### src/rtl/c2s_pkg.sv
// shared constants, face codes and sideband structs for the cube to sphere pipeline
// no dependencies, compiled first
package c2s_pkg;

  localparam int FRAC_BITS = 14;
  localparam int ONE       = 1 << FRAC_BITS;
  localparam int FACE_W    = 3;
  localparam int COORD_W   = 15;
  localparam int OUT_W     = 16;
  localparam int LANES     = 3;
  // magnitude of a cube coordinate or a square, up to one
  localparam int MAG_W     = FRAC_BITS + 1;
  localparam int RAD_W     = 32;
  localparam int ROOT_W    = RAD_W / 2;
  localparam int NUM_W     = ROOT_W + FRAC_BITS + 1;
  // floor(p / 3) = (p * RECIP3) >> RECIP3_SH for p below 2^32
  localparam int RECIP3_SH = 33;
  localparam logic [RECIP3_SH-1:0] RECIP3 = 33'h0_AAAA_AAAB;

  typedef enum logic [FACE_W-1:0] {
    FACE_PX = 3'd0,
    FACE_NX = 3'd1,
    FACE_PY = 3'd2,
    FACE_NY = 3'd3,
    FACE_PZ = 3'd4,
    FACE_NZ = 3'd5
  } face_e;

  // cube point as magnitudes and signs, lane 0 is x
  typedef struct packed {
    logic                           bad;
    logic [LANES-1:0]               neg;
    logic [LANES-1:0][MAG_W-1:0]    mag;
  } warp_side_t;

  // warped point as magnitudes and signs
  typedef struct packed {
    logic                           bad;
    logic [LANES-1:0]               neg;
    logic [LANES-1:0][ROOT_W-1:0]   mag;
  } len_side_t;

  typedef struct packed {
    logic                           zero;
    logic [LANES-1:0]               neg;
  } out_side_t;

endpackage

### src/rtl/c2s_len.sv
// scales the cube point by the warp roots and forms the squared length, three stages
// depends on c2s_pkg
module c2s_len (
  input  logic                                            clk_i,
  input  logic                                            rst_ni,
  input  logic                                            in_valid_i,
  output logic                                            in_ready_o,
  input  logic [c2s_pkg::LANES-1:0][c2s_pkg::ROOT_W-1:0]  root_i,
  input  c2s_pkg::warp_side_t                             side_i,
  output logic                                            out_valid_o,
  input  logic                                            out_ready_i,
  output logic [0:0][c2s_pkg::RAD_W-1:0]                  rad_o,
  output c2s_pkg::len_side_t                              side_o
);
  import c2s_pkg::*;

  localparam int STAGES = 3;
  localparam int PW     = MAG_W + ROOT_W + 1;
  localparam int SQW    = 2 * ROOT_W;
  localparam int HALF   = 1 << (FRAC_BITS - 1);

  logic [STAGES-1:0] v_q;
  logic [STAGES:0]   rdy;

  len_side_t                    side_d;
  len_side_t                    side_q [STAGES];
  logic [LANES-1:0][SQW-1:0]    sq_d, sq_q;
  logic [RAD_W-1:0]             rad_d, rad_q;

  always_comb begin
    side_d.bad = side_i.bad;
    side_d.neg = side_i.neg;
    for (int l = 0; l < LANES; l++) begin
      side_d.mag[l] = ROOT_W'((PW'(side_i.mag[l]) * PW'(root_i[l]) + PW'(HALF))
                              >> FRAC_BITS);
      sq_d[l]       = SQW'(side_q[0].mag[l]) * SQW'(side_q[0].mag[l]);
    end
    rad_d = RAD_W'((RAD_W + 2)'(sq_q[0]) + (RAD_W + 2)'(sq_q[1]) + (RAD_W + 2)'(sq_q[2]));
  end

  always_comb begin
    rdy[STAGES] = out_ready_i;
    for (int k = STAGES - 1; k >= 0; k--) begin
      rdy[k] = !v_q[k] || rdy[k+1];
    end
  end

  always_ff @(posedge clk_i or negedge rst_ni) begin
    if (!rst_ni) begin
      v_q <= '0;
    end else begin
      if (rdy[0]) v_q[0] <= in_valid_i;
      for (int k = 1; k < STAGES; k++) begin
        if (rdy[k]) v_q[k] <= v_q[k-1];
      end
    end
  end

  always_ff @(posedge clk_i) begin
    if (rdy[0]) side_q[0] <= side_d;
    for (int k = 1; k < STAGES; k++) begin
      if (rdy[k]) side_q[k] <= side_q[k-1];
    end
    if (rdy[1]) sq_q  <= sq_d;
    if (rdy[2]) rad_q <= rad_d;
  end

  assign in_ready_o  = rdy[0];
  assign out_valid_o = v_q[STAGES-1];
  assign rad_o[0]    = rad_q;
  assign side_o      = side_q[STAGES-1];

endmodule

### config.mk
export PLATFORM = sky130hd
export DESIGN_NAME = c2s_len
export DESIGN_NICKNAME = d
export VERILOG_FILES = /design/src/rtl/c2s_pkg.sv /design/src/rtl/c2s_len.sv
export SDC_FILE = /design/constraint.sdc
export NUM_CORES = 2
export LEC_CHECK = 0
export ABC_CLOCK_PERIOD_IN_PS = 5800
export BUFFER_PORTS_ARGS = -buffer_cell sky130_fd_sc_hd__buf_4
export CORE_MARGIN = 2
export CORE_UTILIZATION = 40
export CTS_CLUSTER_DIAMETER = 30
export DETAILED_ROUTE_END_ITERATION = 7
export PLACE_DENSITY = 0.63
export SYNTH_ARGS = -nofsm -noshare
export SYNTH_HDL_FRONTEND = slang
export SYNTH_SLANG_ARGS = --single-unit
### constraint.sdc
create_clock -name clk_i -period 5.8 [get_ports clk_i]
set_input_delay 0.58 -clock clk_i [delete_from_list [all_inputs] [get_ports clk_i]]
set_output_delay 0.58 -clock clk_i [all_outputs]
set_load 0.05 [all_outputs]
After elaboration in Yosys (flattened, before gate mapping)
Memory sizes are Yosys's and may differ from the RTL's.
Cells that the tools add are included.

storage, ports and cells
  input bits = 101
  bits in registers = 131
  RAM bits = 156
  output and inout port bits = 86
  logic and storage cells = 31
  memories = 1

cells by class
  multiplexer cells = 6
  multiply operators = 6
  add/subtract/negate cells = 5
  reduce and logical (&&, ||, !) cells = 6

memories
  name    depth  width  rd ports  clocked after Yosys merged registers in  write ports  line           text
  side_q  3      52     3         0                                        3            c2s_len.sv:26  len_side_t side_q [STAGES];

operators with widths
  operator                number
  $mul 16x16->32          3
  $add 30x14->30 const B  3
  $mul 15x16->30          3
  $add 32x32->32          2
  $mux 1                  6
  $logic_not 1->1         3
  $logic_or 1x1->1        3

Logic depth before layout (Yosys ltp)
  word-level depth = 6
  mapped depth = 26
  gate-level depth less buffers = 24

Worst setup path before layout
OpenSTA, ideal clock, no wires.

  path kind = reg-to-reg
  start point = mem side_q[0][25] (netlist bit)
  end point = reg sq_q[62] (netlist bit), data pin
  period minus slack after synthesis = 6376 ps
  arrival = 6104 ps
  cell stages (with the launch flop) = 25
  setup slack = -576 ps
  path through = edfxtp_1 -> clkbuf_1 -> and2_1 -> fa_1 -> inv_1 -> fa_1 -> inv_1 -> fa_1 -> inv_1 -> fa_1 -> inv_1 -> fa_1 -> inv_1 -> fa_1 -> inv_1 -> ha_1 -> a21oi_1 -> o21ai_0 -> a221o_1 -> a31oi_4 -> o211ai_1 -> nand2_1 -> o21ai_1 -> nor4bb_1 -> or4_1

RTL lines
  element               line           text
  start, declared       c2s_len.sv:26
  end signal, assigned  c2s_len.sv:64  if (rdy[1]) sq_q <= sq_d;
  end, declared         c2s_len.sv:27  logic [LANES-1:0][SQW-1:0] sq_d, sq_q;

==> impl_metrics.ini <==
[outcome]
status = complete, but fails checks
violations = negative setup slack

[cells_and_area]
area_growth_syn_to_layout_pct = 23.1
fin_area_um2 = 67900
nNetsFinal = 8226
final_common_cell = inv_1
post_route_cells_drive_above_1_share_pct = 20.7
final_cell_mix = inv_1, fa_1, buf_4, nand2_1, ha_1

[placement]
hpwl_mm = 110
port_buffers = 186
place_area_um2 = 63400
gp_congestion = 0.899

[timing]
setup_viol = 29
drv_slew = 0
fin_crit_sh_pct = 108
max_slew_margin_pct = 37.6
tightest_slew_ns = 0.936
fin_crit_ns = 6.27
fmax_ghz = 0.159
tns_ns = -7.51
clock_skew_ns = 0.0384
setup_slack_ns = -0.471
hold_violations = 0
rsz0062_at_grt = yes

[logic_synthesis]
synth.top_cell.area_share_pct = 38.4
yosys.area_share.simple_pct = 12.2
synth_area_per_cell_um2 = 9.75
ys_ff_latch = 281
synth_cell_types = 72
synth_fa_ha_area_share_pct = 52.6
synth_top_family_by_area = adder cells
synthMuxAreaShare_pct = 0.0998
synthFlopType = edfxtp_1
syn-cell-area_um2 = 55200
seq_area_frac_synth_pct = 15.3
yosys.area.top_type = fa_1
synthTopCellsByArea = fa_1, edfxtp_1, ha_1
synth_edf_count = 278
syn_inst = 5658
synthArstFlopShare_pct = 1.07
synth_compound_area_share_pct = 5.19
ys_warn_count = 0
synth-xor-area-share_pct = 3.05

[flow_run]
drv_cap = 0

[hold_path]
min_path_cells = 1
hold_end = side_q[0][51]
holdCritPathClass = in -> reg
hold_start = side_i[48]

[worst_setup_path]
cpMostUsedCell = fa_1
path_class = reg -> reg
r2r_end = sq_q[62]
rrSetupSlack_ns = -0.47
worstPathRequired_ns = 6.16
path_cells = buf_6 -> and2_4 -> fa_1 -> inv_2 -> fa_1 -> inv_1 -> fa_1 -> inv_2 -> fa_1 -> inv_1 -> fa_1 -> inv_2 -> fa_1 -> inv_2 -> ha_4 -> a21oi_2 -> o21ai_1 -> a221o_1 -> a31oi_4 -> o211ai_1 -> nand2_1 -> o21ai_4 -> nor4bb_1 -> or4_1
r2r-start = side_q[0][25]
crit_start = side_q[0][25]
path_buf_inv = 7
start_kind = flip-flop
worstRegToRegCells = 24
arrival_ns = 6.63
critical_path_peak_fanout = 4
slowest_stage = fa_1
crit_family = adder cells
cp-end-kind = flip-flop
cp_slowest_stage_delay_ns = 0.55

[detailed_routing]
viasPerCell = 4.80
vias = 39855
drtPass1Iterations = 6
drcViolationCount = 0
drtIter0Drc = 2099
antenna_left = 0
detail_route.wirelength_mm = 132
wl_per_cell_um = 15.9

[cts]
cts_buffers = 73
cts-root-buf = clkbuf_16
cts_max_path_buffers = 3
cts_sinks = 281
cts_tree = yes
htreeDepth = 3
insertion_delay_ns = 0.63
clkSlewWorstSetupHoldPaths_ns = 0.05

[floorplan]
die_area_um2 = 141000
fp.dieW_um = 375
pin_count = 187
die_h_um = 375
initial_utilization_pct = 40.2
core_area_um2 = 137000
rows = 136

[global_route]
grt_usage_pct = 19.0
grt_overflow = 0
grt_pass1_vias = 43085
grt_pass1_wl_mm = 216
grt_max_degree = 142
antenna_found_initial = 1
==> worst reg2reg max path, cell delays in order (launching register included) <==
cell,delay [ns]
edfxtp_1,0.44
buf_6,0.16
and2_4,0.13
fa_1,0.55
inv_2,0.04
fa_1,0.49
inv_1,0.05
fa_1,0.49
inv_2,0.04
fa_1,0.48
inv_1,0.05
fa_1,0.49
inv_2,0.04
fa_1,0.52
inv_2,0.05
ha_4,0.24
a21oi_2,0.12
o21ai_1,0.07
a221o_1,0.33
a31oi_4,0.20
o211ai_1,0.16
nand2_1,0.16
o21ai_4,0.08
nor4bb_1,0.13
or4_1,0.49
==> sequential cells by signal, summed over array words and instances, names as in the netlist <==
register / cells
rad_o: 32
side_q: 153
sq_q: 93
v_q: 3
==> cells by family (layout without fill, tap and decap cells) <==
family / Yosys count / count (layout)
multiplexers: 5 / 5
XOR/XNOR: 192 / 192
flip-flops: 281 / 281
AO/OA/AOI/OAI: 429 / 429
other: 1 / 4
adder cells (fa/ha/maj): 1685 / 1685
AND/OR/NAND/NOR: 1417 / 1417
buffers and inverters: 1648 / 2488
==> cells in the mapped netlist, drive strengths merged (4+ instances only) <==
master,instances
inv,1439
fa,1057
nand2,696
ha,628
and2,415
edfxtp,278
clkbuf,157
xnor2,143
nor2,142
a21oi,123
o21ai,74
a21o,72
buf,52
xor2,49
o21a,29
nand3,28
nor3,27
nand2b,23
o21bai,21
nor2b,20
a211oi,18
nand4,17
a31oi,16
and3,12
or2,11
a31o,10
a2111oi,8
o211ai,7
a211o,5
nand4b,5
o41ai,5
or3,5
mux2,4
nor4,4
o31ai,4
==> routing by layer <==
layer	GRT usage, %	part of all wire (%)	up-vias
met1	25.8	45	20221
li1	-	-	18648
met2	32.0	48	811
met3	2.47	4.7	175
met5	0	0	-
met4	4.88	2.4	0
==> worst max path at each step <==
| stage | to | slack, ns | cells after the start |
|---|---|---|---|
| after floorplan | sq_q[62] | -0.25 | 24 |
| final | sq_q[62] | -0.47 | 24 |
| after detailed placement | sq_q[95] | -0.64 | 21 |
| after global routing | sq_q[63] | -0.67 | 23 |
| after CTS | sq_q[62] | -0.47 | 23 |
| after global placement | sq_q[95] | -0.58 | 21 |
==> final cells by class <==
class / instances / area [um^2]
Multi-Input combinational cell: 3731 / 41800
Inverter: 1439 / 5410
Clock buffer: 79 / 1850
Clock inverter: 56 / 702
Antenna cell: 1 / 2.50
Sequential cell: 281 / 8420
Timing Repair Buffer: 914 / 7440
Tap cell: 1794 / 2240
Fill cell: 12579 / 69200
==> metrics by stage <==
step                hold WS (ns)  utilization, %  setup slack [ns]  instances
floorplan                  0.284               -            -0.252       5660
finish                     0.144            49.5            -0.471       8295
CTS                        0.113            48.8            -0.472       8264
detailed placement         0.370            46.2            -0.636       8076
global placement           0.369            46.2            -0.576       8076
global route               0.126            49.5            -0.673       8295
==> timing repair <==
item	in CTS	in global routing
setup endpoints to repair	41	61
gates cloned	0	1
pin swaps	88	154
gates resized for setup	158	176
hold buffers	1	0
buffers inserted	55	37
endpoints found under the hold margin	3	0
Power is not shown: default switching activity piles up to over one toggle a cycle in this logic, so the estimate is an artifact.
