$ cat src/rtl/c2s_pkg.sv
// shared constants, face codes and sideband structs for the cube to sphere pipeline
// no dependencies, compiled first
package c2s_pkg;

  localparam int FRAC_BITS = 14;
  localparam int ONE       = 1 << FRAC_BITS;
  localparam int FACE_W    = 3;
  localparam int COORD_W   = 15;
  localparam int OUT_W     = 16;
  localparam int LANES     = 3;
  // magnitude of a cube coordinate or a square, up to one
  localparam int MAG_W     = FRAC_BITS + 1;
  localparam int RAD_W     = 32;
  localparam int ROOT_W    = RAD_W / 2;
  localparam int NUM_W     = ROOT_W + FRAC_BITS + 1;
  // floor(p / 3) = (p * RECIP3) >> RECIP3_SH for p below 2^32
  localparam int RECIP3_SH = 33;
  localparam logic [RECIP3_SH-1:0] RECIP3 = 33'h0_AAAA_AAAB;

  typedef enum logic [FACE_W-1:0] {
    FACE_PX = 3'd0,
    FACE_NX = 3'd1,
    FACE_PY = 3'd2,
    FACE_NY = 3'd3,
    FACE_PZ = 3'd4,
    FACE_NZ = 3'd5
  } face_e;

  // cube point as magnitudes and signs, lane 0 is x
  typedef struct packed {
    logic                           bad;
    logic [LANES-1:0]               neg;
    logic [LANES-1:0][MAG_W-1:0]    mag;
  } warp_side_t;

  // warped point as magnitudes and signs
  typedef struct packed {
    logic                           bad;
    logic [LANES-1:0]               neg;
    logic [LANES-1:0][ROOT_W-1:0]   mag;
  } len_side_t;

  typedef struct packed {
    logic                           zero;
    logic [LANES-1:0]               neg;
  } out_side_t;

endpackage

$ cat src/rtl/c2s_sqrt.sv
// pipelined integer square root, one root bit per stage, several lanes in lockstep
// depends on c2s_pkg
module c2s_sqrt #(
  parameter int NL = c2s_pkg::LANES,
  parameter int W  = c2s_pkg::RAD_W,
  parameter int SW = 1
) (
  input  logic                       clk_i,
  input  logic                       rst_ni,
  input  logic                       in_valid_i,
  output logic                       in_ready_o,
  input  logic [NL-1:0][W-1:0]       rad_i,
  input  logic [SW-1:0]              side_i,
  output logic                       out_valid_o,
  input  logic                       out_ready_i,
  output logic [NL-1:0][W/2-1:0]     root_o,
  output logic [SW-1:0]              side_o
);
  import c2s_pkg::*;

  localparam int N  = W / 2;
  localparam int RW = N + 2;

  logic [N-1:0] v_q;
  logic [N:0]   rdy;

  logic [NL-1:0][RW-1:0] rem_p [N], rem_d [N], rem_q [N];
  logic [NL-1:0][N-1:0]  root_p [N], root_d [N], root_q [N];
  logic [NL-1:0][W-1:0]  rest_p [N], rest_d [N], rest_q [N];
  logic [SW-1:0]         side_q [N];

  always_comb begin
    rem_p[0]  = '0;
    root_p[0] = '0;
    rest_p[0] = rad_i;
    for (int k = 1; k < N; k++) begin
      rem_p[k]  = rem_q[k-1];
      root_p[k] = root_q[k-1];
      rest_p[k] = rest_q[k-1];
    end
  end

  // bring down two radicand bits, try root*4+1
  always_comb begin
    logic [RW+1:0] rs, tr;
    for (int k = 0; k < N; k++) begin
      for (int l = 0; l < NL; l++) begin
        rs = {rem_p[k][l], rest_p[k][l][W-1 -: 2]};
        tr = (RW + 2)'({root_p[k][l], 2'b01});
        if (rs >= tr) begin
          rem_d[k][l]  = RW'(rs - tr);
          root_d[k][l] = {root_p[k][l][N-2:0], 1'b1};
        end else begin
          rem_d[k][l]  = RW'(rs);
          root_d[k][l] = {root_p[k][l][N-2:0], 1'b0};
        end
        rest_d[k][l] = {rest_p[k][l][W-3:0], 2'b00};
      end
    end
  end

  always_comb begin
    rdy[N] = out_ready_i;
    for (int k = N - 1; k >= 0; k--) begin
      rdy[k] = !v_q[k] || rdy[k+1];
    end
  end

  always_ff @(posedge clk_i or negedge rst_ni) begin
    if (!rst_ni) begin
      v_q <= '0;
    end else begin
      if (rdy[0]) v_q[0] <= in_valid_i;
      for (int k = 1; k < N; k++) begin
        if (rdy[k]) v_q[k] <= v_q[k-1];
      end
    end
  end

  always_ff @(posedge clk_i) begin
    if (rdy[0]) side_q[0] <= side_i;
    for (int k = 1; k < N; k++) begin
      if (rdy[k]) side_q[k] <= side_q[k-1];
    end
    for (int k = 0; k < N; k++) begin
      if (rdy[k]) begin
        rem_q[k]  <= rem_d[k];
        root_q[k] <= root_d[k];
        rest_q[k] <= rest_d[k];
      end
    end
  end

  assign in_ready_o  = rdy[0];
  assign out_valid_o = v_q[N-1];
  assign root_o      = root_q[N-1];
  assign side_o      = side_q[N-1];

endmodule

$ cat config.mk
export PLATFORM = sky130hd
export DESIGN_NAME = c2s_sqrt
export DESIGN_NICKNAME = d
export VERILOG_FILES = /design/src/rtl/c2s_pkg.sv /design/src/rtl/c2s_sqrt.sv
export SDC_FILE = /design/constraint.sdc
export NUM_CORES = 2
export LEC_CHECK = 0
export BUFFER_PORTS_ARGS = -buffer_cell sky130_fd_sc_hd__buf_2
export CORE_ASPECT_RATIO = 2
export CORE_MARGIN = 8
export CORE_UTILIZATION = 47
export DETAILED_ROUTE_END_ITERATION = 10
export GPL_ROUTABILITY_DRIVEN = 0
export PLACE_DENSITY = 0.65
export SLEW_MARGIN = 10
export SYNTH_ARGS = -nofsm -noshare
export SYNTH_HDL_FRONTEND = slang
export SYNTH_SLANG_ARGS = --single-unit
$ cat constraint.sdc
create_clock -name clk_i -period 16.6 [get_ports clk_i]
set_input_delay 1.66 -clock clk_i [delete_from_list [all_inputs] [get_ports clk_i]]
set_output_delay 1.66 -clock clk_i [all_outputs]
set_load 0.005 [all_outputs]
# Word-level counts from Yosys, hierarchy flattened
# Memories as Yosys holds them, arrays and structs flattened.
# Cells that the tools add are included.
dict set report word_totals {
  ff_bits 16
  latch_bits 0
  ramBits 3088
  romBits 0
  output_inout_bits 51
  word_cells 276
  memories 4
}
# name depth word_bits read_ports rd_ports_with_merged_regs wr line_no
set memory_table {}
lappend memory_table {rest_q 16 90 15 0 16 c2s_sqrt.sv:29} ;# logic [NL-1:0][W-1:0] rest_p [N], rest_d [N], rest_q [N];
lappend memory_table {rem_q 16 54 15 0 16 c2s_sqrt.sv:27} ;# logic [NL-1:0][RW-1:0] rem_p [N], rem_d [N], rem_q [N];
lappend memory_table {root_q 16 48 16 0 16 c2s_sqrt.sv:28} ;# logic [NL-1:0][N-1:0] root_p [N], root_d [N], root_q [N];
lappend memory_table {side_q 16 1 16 0 16 c2s_sqrt.sv:30} ;# logic [SW-1:0] side_q [N];
dict set report classes {
  n_addsub 48
  multipliers 0
  div_mod_pow 0
  magnitude_cmp 48
  n_eq_ne 0
  shift 0
  n_mux 128
  n_bitwise 0
  n_reduce_logical 32
}
# cell count
set op_table {}
lappend op_table {{greater-or-equal comparator 20 x 18 -> 1 bit} 45}
lappend op_table {{2-to-1 mux 18 bit} 48}
lappend op_table {{subtractor 18 bit} 45}
lappend op_table {{2-to-1 mux 1 bit} 80}
lappend op_table {{logical NOT 1 bit} 16}
lappend op_table {{logical OR 1 bit} 16}
lappend op_table {{subtractor 2 x 1 -> 3 bit, second input constant} 3}
lappend op_table {{greater-or-equal comparator 2 x 1 -> 1 bit, second input constant} 3}

# Depth between registers and ports, before layout
dict set report logic_depth {
  ltp_word 19
  ltp_mapped 12
  mapped_depth_nobuf 12
}

# Worst setup path before layout
# No wires, ideal clock.
dict set report synth_path {
  kind {input to output}
  from {input port out_ready_i}
  to {output port in_ready_o}
  t_arrival_ps 11580
  t_required_ps 14940
  setup_slack_ps 3360
  cell_stages 6
  cell_sequence {nor2b_1 -> nand2_1 -> nor2_1 -> nand3_1 -> nor3_1 -> nand4_1}
}
dict set report synth_between {
  elab_chain_cells 16
}
# item line_no
set synth_rtl {}
lappend synth_rtl {{from (decl)} c2s_sqrt.sv:15} ;# input logic out_ready_i,
lappend synth_rtl {{logical OR 1 bit (2 in series)} c2s_sqrt.sv:65} ;# rdy[k] = !v_q[k] || rdy[k+1];
lappend synth_rtl {{net rdy[14]} c2s_sqrt.sv:25} ;# logic [N:0] rdy;
lappend synth_rtl {{logical OR 1 bit (5 in series)} c2s_sqrt.sv:65}
lappend synth_rtl {{net rdy[9]} c2s_sqrt.sv:25}
lappend synth_rtl {{logical OR 1 bit (9 in series)} c2s_sqrt.sv:65}
lappend synth_rtl {{to (decl)} c2s_sqrt.sv:11} ;# output logic in_ready_o,
# The timed path passes the listed nets, and every way through them passes these cells.

# Worst setup path after layout
# Ends and elaborated chain as after synthesis.

==> impl_metrics.ini <==
[floorplanning]
coreArea_sq_um = 183000
dieArea_sq_um = 199000
die_height_um = 623
num_io_pins = 152
start_util_pct = 47.3
num_rows = 222
die_x_um = 319

[setup_path]
cp-startpoint = out_ready_i
crit_fanout = 44
worstSetupEndpointType = primary output
crit_type = in2out
cp_data_arrival_time_ps = 4780
required_ps = 14940
critPathLaunchType = input port
r2r-start = v_q[15]

[sta]
worst_pin_slew_ps = 1200
min_period_over_period_pct = 38.8
rsz0062_at_grt = no
fmaxAchievable_mhz = 155
period_minus_slack_ps = 6440
hold_viol_final = 0
finalHoldWorstSlack_ps = 402
finClkSkew_ps = 50.2
fin_tns_setup_ps = 0
setup_violations = 0
max_slew_margin_pct = 19.7
maxSlewViolCount = 0

[synth]
async_flop_share_pct = 0.838
yosysUniqueCellTypes = 84
ys_seq_area_share_pct = 66.3
synth_area_sq_um = 86400
avgSynthCellArea_sq_um = 13.6
synthFlopType = edfxtp_1
synth-seq-cells = 1910
syn_inst = 6379
synth_edf_count = 1894
yosys_warnings = 0

[cts]
clk_latency_ps = 810
cts_buffer_depth = 4
cts_setup_buffers = 0
path_clk_slew_ps = 60
cts_tree = done
ctsHoldBuffers = 0
cts-resized-gates = 0
cts_root_buf = clkbuf_16
cts_buffers = 176
clkSinkCount = 1910
htree_levels = 4

[final_layout]
fin_util_pct = 52.4
nets = 7225
drive_above_1_share_pct = 8.36
n_fill_cell = 14900
syn2layout_area_growth_pct = 10.9
layout_common_cells = 1894 x edfxtp_1, 566 x inv_1, 459 x ha_1
final_common_cell = edfxtp_1

[drt]
drtIter0Drc = 2016
firstDrtPassIters = 6
wl_per_cell_um = 16.2
drcViolationCount = 0
wl_mm = 148
route.vias.total = 48000
ant_nets = 0
vias_per_cell = 5.24

[grt]
grt.overflow.total = 0
track_usage_pct = 14.6
grt_pass1_vias = 50100
grt_antenna_before_repair = 7
grt_max_degree = 95
grt_pass1_wl_mm = 239

[placement]
dp_hpwl_mm = 114
io_buffers = 151

[hold_path]
min-delay-start = rest_q[0][202]
hold_path_class = reg2reg

[pwr]
p_leak_uw = 0.0387
powerDensity_nw_per_um2 = 142
peakVddDrop_v = 0.0000874

[run]
maxCapViolCount = 0

[outcome]
status = finished, final reports clean
==> synth_stat cells (all sizes together), types with 29 or more instances <==
| cell | n | area (sq um) |
|---|---|---|
| a211oi | 29 | 228 |
| a21o | 95 | 713 |
| a21oi | 347 | 1740 |
| clkbuf | 56 | 210 |
| edfxtp | 1894 | 56900 |
| ha | 459 | 5740 |
| inv | 574 | 2150 |
| mux2 | 78 | 878 |
| nand2 | 348 | 1310 |
| nand2b | 101 | 632 |
| nand3 | 101 | 505 |
| nand3b | 35 | 263 |
| nand4 | 46 | 288 |
| nor2 | 391 | 1470 |
| nor2b | 78 | 488 |
| nor3 | 162 | 816 |
| nor4 | 77 | 482 |
| o21a | 122 | 916 |
| o21ai | 299 | 1500 |
| o31ai | 37 | 278 |
| or2 | 33 | 206 |
| or3 | 64 | 400 |
| or4 | 38 | 285 |
| xnor2 | 313 | 2740 |
| xor2 | 237 | 2080 |
==> cell families after synthesis <==
kind of cell    count (synthesis)  share of synthesized area, %
fa+ha+maj                     459                          6.64
xor+xnor                      550                          5.57
mux                            96                          1.22
compound gates               1136                          8.21
other cells                     1                       0.00434
buf+inv                       649                          2.84
simple gates                 1578                          9.25
flops                        1910                          66.3
==> path summary, 6_finish.rpt <==
kind,endpoint,slack (ps),depth (start not counted)
max in group asynchronous,v_q[10],15420,1
min,rest_q[0][294],400,0
min in group asynchronous,v_q[2],830,1
min reg2reg,rest_q[0][294],400,0
max,in_ready_o,10160,10
max reg2reg,rest_q[0][563],12450,7
==> layer usage <==
layer  share of wire, %  up-vias  global-route usage (%)
li1                   -    24000                       -
met1                 33    22700                    12.5
met3                2.8      429                    1.97
met4                5.2        0                    7.54
met5                  0        -                       0
met2                 59      800                    31.1
==> sequential cells by signal, summed over array words and instances (netlist names) <==
name,cells
rem_q,750
side_q,16
root_q,408
v_q,16
rest_q,720
==> per-stage QoR <==
step	cell area [sq um]	power, uW	std cells	setup slack (ps)
finish	95800	13600	9145	10160
CTS	95800	13800	9144	9980
detailed placement	90200	9800	8839	10010
global placement	90200	9680	8839	10060
floorplan	86500	9120	6381	3360
global route	95800	14400	9145	9810
==> critical path, cell delays in order <==
cell	delay, ps
buf_2	100
nor2b_1	470
nand2_4	430
nor2_1	640
nand3_4	190
nor3_1	280
buf_4	230
nand4_1	110
buf_4	330
buf_2	250
==> area by class of cell <==
class                   count  area (sq um)  area share, %
well taps                2352          2940           3.07
clock buffers             204          4550           4.75
inverters                 576          2180           2.27
flip-flops and latches   1910         57300           59.8
diodes                      1          2.50        0.00261
clock inverters           101          1080           1.13
repair buffers            179           966           1.01
multi-input cells        3822         26800           28.0
==> power breakdown <==
part	internal (uW)	switching [uW]	leakage [uW]	total (uW)
combinational	1150	1390	0.0170	2540
sequential	6580	581	0.0190	7160
clock	2300	1650	0.00274	3950
(Power assumes the default switching activity.)
