<file path="src/rtl/c2s_pkg.sv">
// shared constants, face codes and sideband structs for the cube to sphere pipeline
// no dependencies, compiled first
package c2s_pkg;

  localparam int FRAC_BITS = 14;
  localparam int ONE       = 1 << FRAC_BITS;
  localparam int FACE_W    = 3;
  localparam int COORD_W   = 15;
  localparam int OUT_W     = 16;
  localparam int LANES     = 3;
  // magnitude of a cube coordinate or a square, up to one
  localparam int MAG_W     = FRAC_BITS + 1;
  localparam int RAD_W     = 32;
  localparam int ROOT_W    = RAD_W / 2;
  localparam int NUM_W     = ROOT_W + FRAC_BITS + 1;
  // floor(p / 3) = (p * RECIP3) >> RECIP3_SH for p below 2^32
  localparam int RECIP3_SH = 33;
  localparam logic [RECIP3_SH-1:0] RECIP3 = 33'h0_AAAA_AAAB;

  typedef enum logic [FACE_W-1:0] {
    FACE_PX = 3'd0,
    FACE_NX = 3'd1,
    FACE_PY = 3'd2,
    FACE_NY = 3'd3,
    FACE_PZ = 3'd4,
    FACE_NZ = 3'd5
  } face_e;

  // cube point as magnitudes and signs, lane 0 is x
  typedef struct packed {
    logic                           bad;
    logic [LANES-1:0]               neg;
    logic [LANES-1:0][MAG_W-1:0]    mag;
  } warp_side_t;

  // warped point as magnitudes and signs
  typedef struct packed {
    logic                           bad;
    logic [LANES-1:0]               neg;
    logic [LANES-1:0][ROOT_W-1:0]   mag;
  } len_side_t;

  typedef struct packed {
    logic                           zero;
    logic [LANES-1:0]               neg;
  } out_side_t;

endpackage

</file>
<file path="src/rtl/c2s_div.sv">
// pipelined restoring divider, one quotient bit per stage, several lanes in lockstep
// depends on c2s_pkg; needs num < den << QW
module c2s_div #(
  parameter int NL = c2s_pkg::LANES,
  parameter int NW = c2s_pkg::NUM_W,
  parameter int DW = c2s_pkg::ROOT_W,
  parameter int QW = c2s_pkg::OUT_W,
  parameter int SW = 1
) (
  input  logic                   clk_i,
  input  logic                   rst_ni,
  input  logic                   in_valid_i,
  output logic                   in_ready_o,
  input  logic [NL-1:0][NW-1:0]  num_i,
  input  logic [NL-1:0][DW-1:0]  den_i,
  input  logic [SW-1:0]          side_i,
  output logic                   out_valid_o,
  input  logic                   out_ready_i,
  output logic [NL-1:0][QW-1:0]  quo_o,
  output logic [SW-1:0]          side_o
);
  import c2s_pkg::*;

  logic [QW-1:0] v_q;
  logic [QW:0]   rdy;

  logic [NL-1:0][DW-1:0] rem_p [QW], rem_d [QW], rem_q [QW];
  logic [NL-1:0][DW-1:0] den_p [QW], den_q [QW];
  logic [NL-1:0][QW-1:0] lo_p [QW], lo_d [QW], lo_q [QW];
  logic [NL-1:0][QW-1:0] quo_p [QW], quo_d [QW], quo_q [QW];
  logic [SW-1:0]         side_q [QW];

  always_comb begin
    for (int l = 0; l < NL; l++) begin
      rem_p[0][l] = DW'(num_i[l] >> QW);
      lo_p[0][l]  = num_i[l][QW-1:0];
    end
    den_p[0] = den_i;
    quo_p[0] = '0;
    for (int k = 1; k < QW; k++) begin
      rem_p[k] = rem_q[k-1];
      den_p[k] = den_q[k-1];
      lo_p[k]  = lo_q[k-1];
      quo_p[k] = quo_q[k-1];
    end
  end

  always_comb begin
    logic [DW:0] r2;
    for (int k = 0; k < QW; k++) begin
      for (int l = 0; l < NL; l++) begin
        r2 = {rem_p[k][l], lo_p[k][l][QW-1]};
        if (r2 >= {1'b0, den_p[k][l]}) begin
          rem_d[k][l] = DW'(r2 - {1'b0, den_p[k][l]});
          quo_d[k][l] = {quo_p[k][l][QW-2:0], 1'b1};
        end else begin
          rem_d[k][l] = DW'(r2);
          quo_d[k][l] = {quo_p[k][l][QW-2:0], 1'b0};
        end
        lo_d[k][l] = {lo_p[k][l][QW-2:0], 1'b0};
      end
    end
  end

  always_comb begin
    rdy[QW] = out_ready_i;
    for (int k = QW - 1; k >= 0; k--) begin
      rdy[k] = !v_q[k] || rdy[k+1];
    end
  end

  always_ff @(posedge clk_i or negedge rst_ni) begin
    if (!rst_ni) begin
      v_q <= '0;
    end else begin
      if (rdy[0]) v_q[0] <= in_valid_i;
      for (int k = 1; k < QW; k++) begin
        if (rdy[k]) v_q[k] <= v_q[k-1];
      end
    end
  end

  always_ff @(posedge clk_i) begin
    if (rdy[0]) side_q[0] <= side_i;
    for (int k = 1; k < QW; k++) begin
      if (rdy[k]) side_q[k] <= side_q[k-1];
    end
    for (int k = 0; k < QW; k++) begin
      if (rdy[k]) begin
        rem_q[k] <= rem_d[k];
        den_q[k] <= den_p[k];
        lo_q[k]  <= lo_d[k];
        quo_q[k] <= quo_d[k];
      end
    end
  end

  assign in_ready_o  = rdy[0];
  assign out_valid_o = v_q[QW-1];
  assign quo_o       = quo_q[QW-1];
  assign side_o      = side_q[QW-1];

endmodule

</file>
<file path="config.mk">
export PLATFORM = sky130hd
export DESIGN_NAME = c2s_div
export DESIGN_NICKNAME = d
export VERILOG_FILES = /design/src/rtl/c2s_pkg.sv /design/src/rtl/c2s_div.sv
export SDC_FILE = /design/constraint.sdc
export NUM_CORES = 2
export LEC_CHECK = 0
export BUFFER_PORTS_ARGS = -buffer_cell sky130_fd_sc_hd__buf_2
export CORE_ASPECT_RATIO = 1.5
export CORE_MARGIN = 2
export CORE_UTILIZATION = 45
export DETAILED_ROUTE_END_ITERATION = 8
export PLACE_DENSITY = 0.67
export SLEW_MARGIN = 20
export SYNTH_ARGS = -nofsm -noshare
export SYNTH_HDL_FRONTEND = slang
export SYNTH_SLANG_ARGS = --single-unit
</file>
<file path="constraint.sdc">
create_clock -name clk_i -period 75.9 [get_ports clk_i]
set_input_delay 15.18 -clock clk_i [delete_from_list [all_inputs] [get_ports clk_i]]
set_output_delay 15.18 -clock clk_i [all_outputs]
set_load 0.02 [all_outputs]
</file>
After elaboration in Yosys (flattened, before gate mapping). Memory sizes are Yosys's and may differ from the RTL's. Cells that the tools add are included.

Memories kept: 5. Bits of input ports: 146. Logic and storage cells: 277. Output and inout bits: 51. Flip-flop bits (word level): 16. Memory bits (writable): 3040.

Memories: den_q (words 16, bits a word 48, rd ports 15, clocked after memory_dff 0, write ports 16, RTL line c2s_div.sv:28) `logic [NL-1:0][DW-1:0] den_p [QW], den_q [QW];`; quo_q (words 16, bits a word 48, rd ports 16, clocked after memory_dff 0, write ports 16, RTL line c2s_div.sv:30) `logic [NL-1:0][QW-1:0] quo_p [QW], quo_d [QW], quo_q [QW];`; rem_q (words 16, bits a word 48, rd ports 15, clocked after memory_dff 0, write ports 16, RTL line c2s_div.sv:27) `logic [NL-1:0][DW-1:0] rem_p [QW], rem_d [QW], rem_q [QW];`; lo_q (words 16, bits a word 45, rd ports 15, clocked after memory_dff 0, write ports 16, RTL line c2s_div.sv:29) `logic [NL-1:0][QW-1:0] lo_p [QW], lo_d [QW], lo_q [QW];`; side_q (words 16, bits a word 1, rd ports 16, clocked after memory_dff 0, write ports 16, RTL line c2s_div.sv:31) `logic [SW-1:0] side_q [QW];`.

Mux-type cells: 128. Magnitude comparators: 48. Reductions and logical operators: 32. $add $sub $neg: 48.

Operators with widths (count): 16-bit two-way mux (48); 16-bit subtractor (48); 17-bit by 16-bit greater-or-equal comparator with 1-bit output (45); 1-bit two-way mux (80); 16-bit greater-or-equal comparator (3); 1-bit logical NOT (16); 1-bit logical OR (16).

Longest topological paths before layout.
Depth after elaboration: 19. Mapped depth: 13. Depth with buffers taken out: 11.

Worst setup path before layout. OpenSTA, ideal clock, no wires.

Path type: input-to-output. Start: input port out_ready_i. End: output port in_ready_o. Arrival: 30.650 ns. Buffers on the path: 0. Required time: 60.720 ns. Stages: 7. Setup slack: 30.070 ns. Path through: and3b_1 > and3_1 > nand4_1 > nor2_1 > nand4_1 > nor2_1 > nand3_1.

Longest elaborated chain between the ends: 16.

Ends and longest elaborated chain: start: declaration (RTL line c2s_div.sv:18) `input logic out_ready_i,`; 1-bit logical OR (9 in a row) (RTL line c2s_div.sv:68) `rdy[k] = !v_q[k] || rdy[k+1];`; named net rdy[7] (RTL line c2s_div.sv:25) `logic [QW:0] rdy;`; 1-bit logical OR (4 in a row) (RTL line c2s_div.sv:68); named net rdy[3] (RTL line c2s_div.sv:25); 1-bit logical OR (3 in a row) (RTL line c2s_div.sv:68); end: declaration (RTL line c2s_div.sv:13) `output logic in_ready_o,`.

The timed path passes the listed nets, and every way through them passes these cells.

Worst setup path in the final report. Ends and elaborated chain as after synthesis.

==> metrics.yaml <==
yosys:
  netlist_instances: 8880
  synth_cell_types: 73
  synth-seq-cells: 2240
  ys_seq_area_frac: 0.6029
  synthArstFlopShare: 0.007143
  syn_avg_cell_area_um2: 12.55
  synth-main-ff-cell: "edfxtp_1"
  synth_largest_area_cell: "edfxtp_1"
  netlist_top_cells_area: "edfxtp_1 60%, ha_1 8.6%, inv_1 3.2%, o21ai_0 2.9%, a21oi_1 2.4%"
  synth_top_area_share: 0.5993
  ys_warn_count: 0
  syn_nets: 9839
  synth_edf_count: 2224
  netlist_area_um2: 111400
routing:
  num_vias: 67942
  drc: 0
  dr.pass1.iters: 6
  drtIter0Drc: 3705
  post_drt_wl_per_cell_um: 18.63
  wl_um: 235900
  viasPerCell: 5.366
  drtAntennaViolNets: 0
placed_design:
  dpl-instance-area_um2: 116200
  io_buffers: 196
  hpwl_um: 184200
  gp_congestion: 0.9399
clock_network:
  cts_resized: 0
  clkLatencyLatePin_ns: 0.90
  hold_buffers: 0
  cts_max_path_buffers: 4
  cts_sinks: 2240
  cts_tree: "yes"
  cts-root-buf: "clkbuf_16"
  cts-htree-levels: 4
  post_cts_buffers: 0
  clkTransAtPathRegs_ns: 0.06
  cts-buffers-inserted: 222
sta:
  rsz0062_at_grt: "false"
  setup_viol: 0
  skew_ns: 0.07204
  hold_violations: 0
  slew_headroom: 0.2675
  report.final.slew_viol_count: 0
  worst_slew_pin_slew_ns: 1.099
  tns_ns: 0
  fin_crit_sh: 0.4515
  max_clock_freq_ghz: 0.02918
  holdWs_ns: 0.4040
  fin_crit_ns: 34.27
floorplan:
  coreArea_um2: 246100
  dieHeight_um: 613.5
  num_rows: 223
  die-area_um2: 251700
  die_w_um: 410.3
  initial_core_util: 0.4528
  ios: 197
setup_path:
  required_ns: 60.72
  crit_type: "in -> out"
  cp.arrival_ns: 19.09
  critPathLaunchType: "input pin"
  critPathMaxFanout: 9
  end_kind: "output pin"
power_and_ir_drop:
  powerDensity_nw_per_um2: 44.92
  ir_drop_mv: 0.02716
  power_leakage_nw: 49.50
layout:
  nNetsFinal: 10182
  final_area_um2: 123600
  drive_above_1_share: 0.09374
  area_delta_synth_final_pct: 10.92
global_routing:
  antenna_found_initial: 1
  grt_max_degree: 97
  grt_overflow: 0
  grt_pass1_wl_um: 372700
  grt_pass1_vias: 69690
  track_usage: 0.1862
hold_path:
  hp-class: "reg -> reg"
flow_run:
  cap_violations: 0
status:
  status: "finished clean"
stage by stage:
step	setup slack (ns)	utilization	instances	power [mW]
floorplan	30.07	-	8880	3.863
global placement	41.54	0.4721	12261	4.381
detailed placement	41.48	0.4721	12261	4.443
CTS	41.49	0.5022	12660	5.584
global route	41.24	0.5023	12661	5.936
finish	41.63	0.5023	12662	5.553
power breakdown:
group	switching (mW)	internal [mW]	total (mW)	leakage, nW
sequential	0.217	1.93	2.15	23.1
combinational	1.32	0.963	2.28	22.8
clock	0.464	0.652	1.12	3.57
total	2.00	3.55	5.55	49.5
worst paths after layout:
check                               from             to  slack (ns)  cells past startpoint
max                          out_ready_i     in_ready_o       41.63                      9
max in group asynchronous         rst_ni        v_q[13]       61.34                      1
min reg2reg                den_q[1][190]  den_q[1][238]        0.40                      0
max reg2reg                      v_q[15]    lo_q[0][46]       70.76                      9
min                        den_q[1][190]  den_q[1][238]        0.40                      0
min in group asynchronous         rst_ni         v_q[9]       14.24                      1
worst max-delay path, cell delays in order:
cell     delay [ns]
buf_2          0.10
and3b_1        0.51
and3_1         0.48
nand4_1        0.44
nor2_1         0.71
nand4_1        0.32
nor2_1         0.61
nand3_4        0.41
buf_2          0.30
routing by layer:
| metal | wire, µm | GRT usage | share of wire |
|---|---|---|---|
| met2 | 132100 | 0.3738 | 0.56 |
| met3 | 6836 | 0.02176 | 0.029 |
| met1 | 83790 | 0.1842 | 0.36 |
| met5 | 0 | 0 | 0 |
| met4 | 13080 | 0.09415 | 0.055 |
Yosys cell counts (45+ instances only):
library cell and instances:
or3_1 75, buf_2 59, o31ai_1 55, edfxtp_1 2224, o21ai_0 652, mux2_2 149
nor3_1 189, nor2b_1 134, a21o_1 127, inv_1 940, nand4_1 173, xnor2_1 252
nand2b_1 149, a211oi_1 76, nand2_1 462, ha_1 768, o31a_1 100, nor2_1 618
fa_1 45, xor2_1 182, nand3_1 73, o21a_1 184, a21oi_1 529
cell type report:
cell class / instances / area [µm²]
Tap cell: 3262 / 4081
Inverter: 946 / 3571
Sequential cell: 2240 / 67180
Fill cell: 21081 / 122500
Clock buffer: 256 / 5724
Timing Repair Buffer: 229 / 1245
Clock inverter: 143 / 1684
Multi-Input combinational cell: 5584 / 40120
Antenna cell: 2 / 5.005
cells in the final DEF, fill, tap and decap left out, drive strengths merged, types with 149 or more instances in the layout:
cell    netlist  layout
edfxtp     2224    2224
xor2        182     182
nor3        190     190
nand2b      149     149
a21oi       531     531
nand4       173     173
nor2        618     618
buf         102     229
ha          768     768
clkbuf        8     256
inv         946     962
o21a        184     184
mux2        159     159
nand2       462     462
xnor2       252     252
o21ai       697     697
state kept, by name (all words and copies together) (netlist names):
name,count
rem_q,720
lo_q,360
quo_q,408
side_q,16
v_q,16
den_q,720
cells by family (layout without fill, tap and decap cells):
family / after synthesis / after routing / share of synthesized area
adder cells (fa/ha/maj): 813 / 813 / 0.09431
multiplexers: 184 / 184 / 0.01831
buffers and inverters: 1056 / 1574 / 0.03813
AO/OA/AOI/OAI: 2122 / 2122 / 0.1242
flip-flops: 2240 / 2240 / 0.6029
AND/OR/NAND/NOR: 2031 / 2031 / 0.08810
other: 0 / 2 / 0
XOR/XNOR: 434 / 434 / 0.03411
No activity file was read; power rests on OpenSTA's default activity.
